**src/rale_pkg.sv**
```systemverilog
// ============================================================================
// rale_pkg
// Types and constants shared by the ack/retry link engine.
// ============================================================================
`default_nettype none

package rale_pkg;

	localparam int QUEUE_DEPTH = 4;
	localparam int CNT_W       = $clog2(QUEUE_DEPTH + 1);
	localparam int IDX_W       = (QUEUE_DEPTH > 1) ? $clog2(QUEUE_DEPTH) : 1;

	// Header bit positions
	localparam int HDR_CTL_BIT = 7;
	localparam int HDR_DST_BIT = 6;
	localparam int HDR_ACK_BIT = 5;

	localparam logic [9:0]  RSSI_OFFSET     = 10'd300;
	localparam logic [4:0]  OWN_NODE_RST    = 5'd1;
	localparam logic [15:0] RETRY_RST       = 16'd50;
	localparam logic [7:0]  LIMIT_RST       = 8'd8;

	typedef enum logic [1:0] {
		CMD_ENQUEUE = 2'd0,
		CMD_RAW     = 2'd1,
		CMD_RX      = 2'd2,
		CMD_POLL    = 2'd3
	} cmd_t;

	typedef enum logic [1:0] {
		CFG_OWN_NODE = 2'd0,
		CFG_RETRY    = 2'd1,
		CFG_LIMIT    = 2'd2
	} cfg_idx_t;

	typedef struct packed {
		logic [1:0]  command;
		logic [6:0]  packet_len;
		logic        ack_request;
		logic [7:0]  raw_header;
		logic [7:0]  payload_tag;
		logic [7:0]  frame_header;
		logic        crc_ok;
		logic [6:0]  frame_len;
		logic [7:0]  frame_first_byte;
		logic [9:0]  rssi_sample;
		logic        radio_ready;
		logic [31:0] now_ms;
	} in_item_t;

	typedef struct packed {
		logic       tx_valid;
		logic       tx_is_ack;
		logic [7:0] tx_header;
		logic [6:0] tx_len;
		logic [7:0] tx_tag;
		logic [7:0] tx_rssi_byte;
		logic       rx_delivered;
		logic [7:0] rx_module;
		logic [2:0] entries_queued;
		logic [7:0] peer_ack_rssi;
		logic       enqueue_dropped;
	} result_t;

	// One outgoing frame descriptor
	typedef struct packed {
		logic [7:0] header;
		logic [6:0] length;
		logic [7:0] tag;
	} q_entry_t;

	typedef struct packed {
		logic push;
		logic pop;
	} q_ctl_t;

endpackage

`default_nettype wire

```
**src/rale_queue.sv**
```systemverilog
// ============================================================================
// rale_queue
// Outgoing descriptor FIFO: append at the fill level, shift on pop, head at 0.
// ============================================================================
`default_nettype none

module rale_queue (
	input  wire logic                        clk,
	input  wire logic                        arst_n,
	input  wire rale_pkg::q_ctl_t            ctl,
	input  wire rale_pkg::q_entry_t          wr_entry,
	output rale_pkg::q_entry_t               head,
	output logic [rale_pkg::CNT_W-1:0]       count,
	output logic [rale_pkg::CNT_W-1:0]       count_next
);

	rale_pkg::q_entry_t entries_q [rale_pkg::QUEUE_DEPTH];
	logic [rale_pkg::CNT_W-1:0] count_q;

	assign count = count_q;
	assign head  = entries_q[0];

	// push and pop never come together; pop on an empty queue holds at zero
	always_comb begin
		count_next = count_q;
		if (ctl.push) begin
			count_next = count_q + rale_pkg::CNT_W'(1);
		end else if (ctl.pop && (count_q != '0)) begin
			count_next = count_q - rale_pkg::CNT_W'(1);
		end
	end

	always_ff @(posedge clk or negedge arst_n) begin
		if (!arst_n) begin
			count_q <= '0;
		end else begin
			count_q <= count_next;
		end
	end

	always_ff @(posedge clk) begin
		if (ctl.push) begin
			entries_q[count_q[rale_pkg::IDX_W-1:0]] <= wr_entry;
		end else if (ctl.pop) begin
			for (int i = 0; i < rale_pkg::QUEUE_DEPTH - 1; i++) begin
				entries_q[i] <= entries_q[i + 1];
			end
		end
	end

endmodule

`default_nettype wire

```
**src/radio_link_ack_retry_engine_unit.sv**
```systemverilog
// ============================================================================
// radio_link_ack_retry_engine_unit
// Stop-and-wait link engine with acknowledgement, retry and a small send queue.
// ============================================================================
// Takes one command per cycle while busy is low (enqueue, raw enqueue,
// received frame, poll). Each accepted command yields exactly one result,
// shown with done high for a single cycle: the command is held in the input
// register, then one pass of decision logic writes the result register. The
// receiver cannot stall, so results must be taken as they appear. busy is high
// only in the first cycle after reset; configuration writes are always taken.
`default_nettype none

module radio_link_ack_retry_engine_unit (
	input  wire logic                clk,
	input  wire logic                arst_n,
	input  wire logic                start,
	output logic                     busy,
	input  wire rale_pkg::in_item_t  item,
	input  wire logic                cfg_valid,
	output logic                     cfg_ready,
	input  wire logic [1:0]          cfg_index,
	input  wire logic [15:0]         cfg_data,
	output logic                     done,
	output rale_pkg::result_t        result
);

	logic busy_q;

	// Configuration
	logic [4:0]  own_node_q;
	logic [15:0] retry_q;
	logic [7:0]  limit_q;

	// Link state
	logic [7:0]  attempts_q, attempts_next;
	logic [31:0] last_send_q, last_send_next;
	logic [7:0]  pend_hdr_q, pend_hdr_next;
	logic [7:0]  pend_rssi_q, pend_rssi_next;
	logic [7:0]  rx_rssi_q, rx_rssi_next;
	logic [7:0]  peer_rssi_q, peer_rssi_next;

	// Pipeline
	rale_pkg::in_item_t item_s1;
	logic               valid_s1;
	rale_pkg::result_t  result_s2, res;
	logic               done_s2;

	// Queue
	rale_pkg::q_ctl_t              q_ctl;
	rale_pkg::q_entry_t            q_wr, q_head, send_src;
	logic [rale_pkg::CNT_W-1:0]    q_count, q_count_next;

	// Decision terms
	rale_pkg::cmd_t cmd;
	logic           enq_cmd, q_empty, q_full, ready;
	logic           last_try, send, snd_keep, time_ok;
	logic [7:0]     enq_hdr, snd_hdr, ack_hdr;
	logic [9:0]     rssi_diff;
	logic [7:0]     meas;
	logic [4:0]     src_node;

	assign busy      = busy_q;
	assign cfg_ready = 1'b1;
	assign done      = done_s2;
	assign result    = result_s2;

	rale_queue u_queue (
		.clk        (clk),
		.arst_n     (arst_n),
		.ctl        (q_ctl),
		.wr_entry   (q_wr),
		.head       (q_head),
		.count      (q_count),
		.count_next (q_count_next)
	);

	always_comb begin
		cmd       = rale_pkg::cmd_t'(item_s1.command);
		enq_cmd   = (cmd == rale_pkg::CMD_ENQUEUE) || (cmd == rale_pkg::CMD_RAW);
		ready     = item_s1.radio_ready;
		q_empty   = (q_count == '0);
		q_full    = (q_count >= rale_pkg::CNT_W'(rale_pkg::QUEUE_DEPTH));
		enq_hdr   = (cmd == rale_pkg::CMD_ENQUEUE)
		          ? {2'b00, item_s1.ack_request, own_node_q} : item_s1.raw_header;
		q_wr      = '{header: enq_hdr, length: item_s1.packet_len, tag: item_s1.payload_tag};
		// An enqueue only sends when the queue was empty: the new frame is the head
		send_src  = enq_cmd ? q_wr : q_head;
		last_try  = ({1'b0, attempts_q} + 9'd1) >= {1'b0, limit_q};
		snd_hdr   = send_src.header;
		if (last_try) begin
			snd_hdr[rale_pkg::HDR_ACK_BIT] = 1'b0;
		end
		snd_keep  = snd_hdr[rale_pkg::HDR_ACK_BIT];
		time_ok   = item_s1.now_ms >= (last_send_q + {16'd0, retry_q});
		rssi_diff = item_s1.rssi_sample - rale_pkg::RSSI_OFFSET;
		meas      = rssi_diff[9:2];
		src_node  = item_s1.frame_header[4:0];
		ack_hdr   = (src_node == own_node_q) ? {3'b100, own_node_q} : {3'b110, src_node};

		send           = 1'b0;
		q_ctl          = '0;
		res            = '0;
		attempts_next  = attempts_q;
		last_send_next = last_send_q;
		pend_hdr_next  = pend_hdr_q;
		pend_rssi_next = pend_rssi_q;
		rx_rssi_next   = rx_rssi_q;
		peer_rssi_next = peer_rssi_q;

		if (valid_s1) begin
			unique case (cmd)
				rale_pkg::CMD_ENQUEUE, rale_pkg::CMD_RAW: begin
					if (q_full) begin
						res.enqueue_dropped = 1'b1;
					end else if (q_empty && ready) begin
						send       = 1'b1;
						// a frame sent without ACK request leaves at once
						q_ctl.push = snd_keep;
					end else begin
						q_ctl.push = 1'b1;
					end
				end
				rale_pkg::CMD_RX: begin
					if (item_s1.crc_ok) begin
						if (!item_s1.frame_header[rale_pkg::HDR_CTL_BIT]) begin
							rx_rssi_next = meas;
							if (item_s1.frame_header[rale_pkg::HDR_ACK_BIT]) begin
								pend_hdr_next  = ack_hdr;
								pend_rssi_next = meas;
							end
							res.rx_delivered = 1'b1;
							res.rx_module    = item_s1.frame_first_byte;
						end else if (!item_s1.frame_header[rale_pkg::HDR_ACK_BIT]) begin
							rx_rssi_next = meas;
							if ((src_node == own_node_q) && !q_empty && (attempts_q != '0)) begin
								peer_rssi_next = (item_s1.frame_len == 7'd1)
								               ? item_s1.frame_first_byte : 8'd0;
								q_ctl.pop      = 1'b1;
								attempts_next  = '0;
							end
						end
					end
				end
				rale_pkg::CMD_POLL: begin
					if ((pend_hdr_q != '0) && ready) begin
						res.tx_valid     = 1'b1;
						res.tx_is_ack    = 1'b1;
						res.tx_header    = pend_hdr_q;
						res.tx_len       = 7'd1;
						res.tx_rssi_byte = pend_rssi_q;
						pend_hdr_next    = '0;
						pend_rssi_next   = '0;
					end else if (ready && !q_empty && ((attempts_q == '0) || time_ok)) begin
						send = 1'b1;
					end
				end
				default: ;
			endcase

			if (send) begin
				res.tx_valid  = 1'b1;
				res.tx_header = snd_hdr;
				res.tx_len    = send_src.length;
				res.tx_tag    = send_src.tag;
				if (!snd_keep) begin
					q_ctl.pop     = !enq_cmd;
					attempts_next = '0;
				end else begin
					attempts_next  = attempts_q + 8'd1;
					last_send_next = item_s1.now_ms;
				end
			end

			res.entries_queued = 3'(q_count_next);
			res.peer_ack_rssi  = peer_rssi_next;
		end
	end

	always_ff @(posedge clk or negedge arst_n) begin
		if (!arst_n) begin
			busy_q      <= 1'b1;
			valid_s1    <= 1'b0;
			done_s2     <= 1'b0;
			own_node_q  <= rale_pkg::OWN_NODE_RST;
			retry_q     <= rale_pkg::RETRY_RST;
			limit_q     <= rale_pkg::LIMIT_RST;
			attempts_q  <= '0;
			last_send_q <= '0;
			pend_hdr_q  <= '0;
			pend_rssi_q <= '0;
			rx_rssi_q   <= '0;
			peer_rssi_q <= '0;
		end else begin
			busy_q      <= 1'b0;
			valid_s1    <= start && !busy_q;
			done_s2     <= valid_s1;
			attempts_q  <= attempts_next;
			last_send_q <= last_send_next;
			pend_hdr_q  <= pend_hdr_next;
			pend_rssi_q <= pend_rssi_next;
			rx_rssi_q   <= rx_rssi_next;
			peer_rssi_q <= peer_rssi_next;
			if (cfg_valid && cfg_ready) begin
				unique case (cfg_index)
					rale_pkg::CFG_OWN_NODE: own_node_q <= cfg_data[4:0];
					rale_pkg::CFG_RETRY:    retry_q    <= cfg_data;
					rale_pkg::CFG_LIMIT:    limit_q    <= cfg_data[7:0];
					default: ;
				endcase
			end
		end
	end

	// Payload registers: capture the beat, hold otherwise
	always_ff @(posedge clk) begin
		if (start && !busy_q) begin
			item_s1 <= item;
		end
		if (valid_s1) begin
			result_s2 <= res;
		end
	end

endmodule

`default_nettype wire

```
**config.mk**
```make
export PLATFORM = sky130hd
export DESIGN_NAME = radio_link_ack_retry_engine_unit
export DESIGN_NICKNAME = d
export VERILOG_FILES = /design/src/rale_pkg.sv /design/src/rale_queue.sv /design/src/radio_link_ack_retry_engine_unit.sv
export SDC_FILE = /design/constraint.sdc
export NUM_CORES = 1
export LEC_CHECK = 0
export BUFFER_PORTS_ARGS = -buffer_cell sky130_fd_sc_hd__clkbuf_2
export CAP_MARGIN = 20
export CORE_MARGIN = 4
export CORE_UTILIZATION = 35
export DETAILED_ROUTE_END_ITERATION = 8
export MAX_ROUTING_LAYER = met4
export PLACE_DENSITY = 0.48
export SLEW_MARGIN = 20
export SYNTH_ARGS = -nofsm -noshare
export SYNTH_HDL_FRONTEND = slang
export SYNTH_SLANG_ARGS = --single-unit
```
**constraint.sdc**
```tcl
create_clock -name clk -period 5.9 [get_ports clk]
set_input_delay 1.18 -clock clk [delete_from_list [all_inputs] [get_ports clk]]
set_output_delay 1.18 -clock clk [all_outputs]
set_load 0.05 [all_outputs]
```
==> summary.md <==
| Metric | Value |
|---|---|
| CTS Buffer Depth | `3` |
| Port Buffers | `167` |
| Cells after synthesis | `1,067` |
| Launch point of the worst path | `retry_q[0]$_DFFE_PN0P_` |
| DIE WIDTH | `214 µm` |
| Die span in y | `214 µm` |
| Final worst path period need | `5450 ps` |
| Clock slew at reported path FFs | `60 ps` |
| Drt drc | `0` |
| Synth top area cells | `edfxtp_1 48%, dfrtp_1 16%, ha_1 5.5%` |
| Synth cell types | `63` |
| Net Sw Power | `0.00193 W` |
| Combinational Power Share | `20.7%` |
| GR Overflow Total | `0` |
| Global-route usage over all layers | `14.9%` |
| Final worst path period share | `92.4%` |
| Cell total after placement | `1,755` |
| EDFF count, synth | `236` |
| Post-CTS Setup Inserts | `0` |
| Largest stage delay on the critical path | `810 ps` |
| Post-Layout Inst Area | `17,500 µm²` |
| Relative slew slack | `32.7%` |
| First-pass GRT wire length | `51,000 µm` |
| Worst setup path end | `u_queue.entries_q[1][12]$_DFFE_PP_` |
| Pwr dens | `383 nW/µm²` |
| P_leak | `7.31 nW` |
| Synth async-reset ratio | `29.3%` |
| Fill cells | `3,947` |
| Post-synthesis register bit count | `334` |
| Fin cells | `1,827` |
| Largest area contributor in the synthesized netlist | `edfxtp_1` |
| Flop pwr share | `44.3%` |
| Critical Path RT | `6220 ps` |
| Hold-fix buffers, CTS | `0` |
| Pre-antenna DRT Iters | `6` |
| Clock Root Buffer | `clkbuf_16` |
| Area Overhead vs Synth | `18.5%` |
| Yosys warns | `0` |
| Syn Area/Cell | `13.9 µm²` |
| Antenna violations before repair | `0` |
| Sink Count | `334` |
| Initial core utilization | `35.3%` |
| Max-slew violations | `0` |
| CTS tree | `yes` |
| Clock share of power | `35.1%` |
| Sw frac | `28.7%` |
| Antenna diodes | `0` |
| Hold Vio Cnt, Final | `0` |
| Gpl congestion | `0.799` |
| Post-CTS resize count | `0` |
| Largest net degree at the start of global routing | `73` |
| Sequential fraction of the synthesis area | `64.6%` |
| Vias in the first global route | `8,985` |
| Site Rows | `75` |
| Core ar. | `41,900 µm²` |
| Final setup violation count | `0` |
| Via density | `4.80` |
| Routed vias | `8,771` |
| Synth top cells by count | `236 x edfxtp_1, 93 x nand2_1, 92 x dfrtp_1` |
| Critical path type | `reg -> reg` |
| Post-DP Area | `16,300 µm²` |
| # IOs | `172` |
| Tightest Pin Transition | `1010 ps` |
| CTS buffer count | `39` |
| Clock latency on the worst-skew pair | `560 ps` |
| Final #Nets | `1,438` |
| Crit path max-delay cell type | `a21oi_4` |
| Min-delay worst type | `reg -> reg` |
| Ys flop type | `edfxtp_1` |
| Synth top area share | `47.9%` |
| RSZ-0062 raised after global routing | `false` |
| Routed WL | `32,600 µm` |
| Full die area | `45,600 µm²` |
| Worst vdd ir | `0.234 mV` |
| Syn Nets | `1,248` |
| Worst-path maximum fanout | `29` |
| Final TNS setup | `0 ps` |
| R2R depth | `21` |
| Share of cells above drive strength 1 | `26.3%` |
| Worst reg-to-reg setup slack | `450 ps` |
| Crit end category | `flop` |
| End of the worst register-to-register path | `u_queue.entries_q[1][12]$_DFFE_PP_` |
| Htree depth | `2` |
| Initial drt markers | `422` |
| Drt wl/cell | `17.8 µm` |
| Dpl hpwl | `22,000 µm` |
| Peak Freq | `0.183 GHz` |
| Maxcap violations | `0` |
| Post-route ant nets | `0` |
| Syn Std Cell Area | `14,800 µm²` |
| CP Launch Type | `flop` |
| RR Startpoint | `retry_q[0]$_DFFE_PN0P_` |
| Cell Chain, Critical Path | `ha_1 -> inv_1 -> fa_1 -> nor2b_1 -> o2111ai_1 -> nand4b_1 -> a31o_2 -> a31o_2 -> a21oi_2 -> nor2_1 -> xnor2_1 -> ha_1 -> nand4_1 -> nor3_1 -> o21ai_0 -> nand3_1 -> o211ai_1 -> a21oi_4 -> buf_4 -> nor2b_2 -> a21o_1` |
| Internal Power | `0.00478 W` |
| CP Data Arrival Time | `5770 ps` |
| Worst Skew | `14.7 ps` |
| Status | `finished clean` |
| Top-count cell post-synth | `edfxtp_1` |
[cells by family after synthesis]
group | count (synthesis) | synth area share [%]
DFF | 334 | 64.6
and+or+nand+nor | 251 | 8.39
AOI/OAI and AO/OA | 209 | 9.72
muxes | 91 | 6.74
buffers and inverters | 69 | 2.22
adders and majority gates | 66 | 5.64
xor gates and xnor gates | 45 | 2.67
other | 2 | 0.0508
[how the worst min path moves through the flow]
stage                               start                                 end  depth (start not counted)  slack, ps
2_1_floorplan  pend_rssi_q[0]$_DFFE_PN0P_          pend_rssi_q[0]$_DFFE_PN0P_                          2        440
3_3_place_gp   pend_rssi_q[2]$_DFFE_PN0P_          pend_rssi_q[2]$_DFFE_PN0P_                          2        460
3_5_place_dp   pend_rssi_q[6]$_DFFE_PN0P_          pend_rssi_q[6]$_DFFE_PN0P_                          2        460
4_1_cts        pend_rssi_q[0]$_DFFE_PN0P_          pend_rssi_q[0]$_DFFE_PN0P_                          2        470
5_1_grt             item_s1[90]$_DFFE_PP_  u_queue.entries_q[3][14]$_DFFE_PP_                          0        490
6_report       pend_rssi_q[2]$_DFFE_PN0P_          pend_rssi_q[2]$_DFFE_PN0P_                          2        470
[registers in the layout (all words and copies together) (netlist names)]
signal	cells
pend_rssi_q	8
result	54
u_queue.entries_q	92
own_node_q	5
busy	1
u_queue.count	3
peer_rssi_q	8
attempts_q	8
last_send_q	32
valid_s1	1
limit_q	8
cmd	2
retry_q	16
ready	1
item_s1	87
done	1
pend_hdr_q	7
[power groups by stage]
stage | Combinational, W | Sequential, W | Clock [W]
after floorplan | 0.000990 | 0.00304 | 0
after global placement | 0.00138 | 0.00301 | 0
after detailed placement | 0.00140 | 0.00302 | 0
after CTS | 0.00141 | 0.00298 | 0.00245
after global routing | 0.00159 | 0.00301 | 0.00254
final | 0.00139 | 0.00297 | 0.00235
[placed cells by master, fill, tap and decap left out, types with 14 or more instances in the layout]
master,n
mux2_2,69
clkbuf_16,39
nand3_1,15
edfxtp_1,236
o21ai_0,47
nor2_1,55
xor2_1,23
clkbuf_2,166
inv_1,35
dfrtp_1,91
o21a_1,20
buf_4,14
a21oi_1,32
ha_1,65
and2_1,20
mux2i_1,22
xnor2_1,22
clkbuf_1,15
nand2_1,93
a21o_1,62
[routing by layer]
| metal | part of all wire, % | GRT usage, % | vias to the layer above |
|---|---|---|---|
| met5 | 0 | - | - |
| met4 | 2.0 | 3.86 | 0 |
| met3 | 4.8 | 3.31 | 49 |
| met2 | 46 | 23.4 | 167 |
| met1 | 47 | 19.8 | 4241 |
| li1 | - | - | 4314 |
[per-stage QoR]
step | setup slack, ps | util, % | total power [W] | hold WS (ps)
2_1_floorplan | 220 | - | 0.00403 | 440
6_report | 448 | 41.9 | 0.00671 | 466
4_1_cts | 372 | 41.9 | 0.00684 | 474
3_3_place_gp | 390 | 38.9 | 0.00440 | 455
5_1_grt | 16.2 | 41.9 | 0.00714 | 492
3_5_place_dp | 386 | 38.9 | 0.00442 | 462
[cell type report]
type                       instances  area, µm²  area share (%)
sequential                       334       9550            54.5
multi-input combinational        664       4930            28.1
clock buffer                      55       1050            5.97
timing repair buffer             183        996            5.69
tap                              539        674            3.85
clock inverter                    17        193            1.10
inverter                          35        131           0.750
[worst max-delay path, delay by kind of cell (launching register included)]
kind            cells  cell delay, ps
compound gates      8            2510
xor+xnor            1             150
fa+ha+maj           3             730
buf+inv             2             360
flops               1             380
simple gates        7            1080
Power figures use the tool's default switching activity.
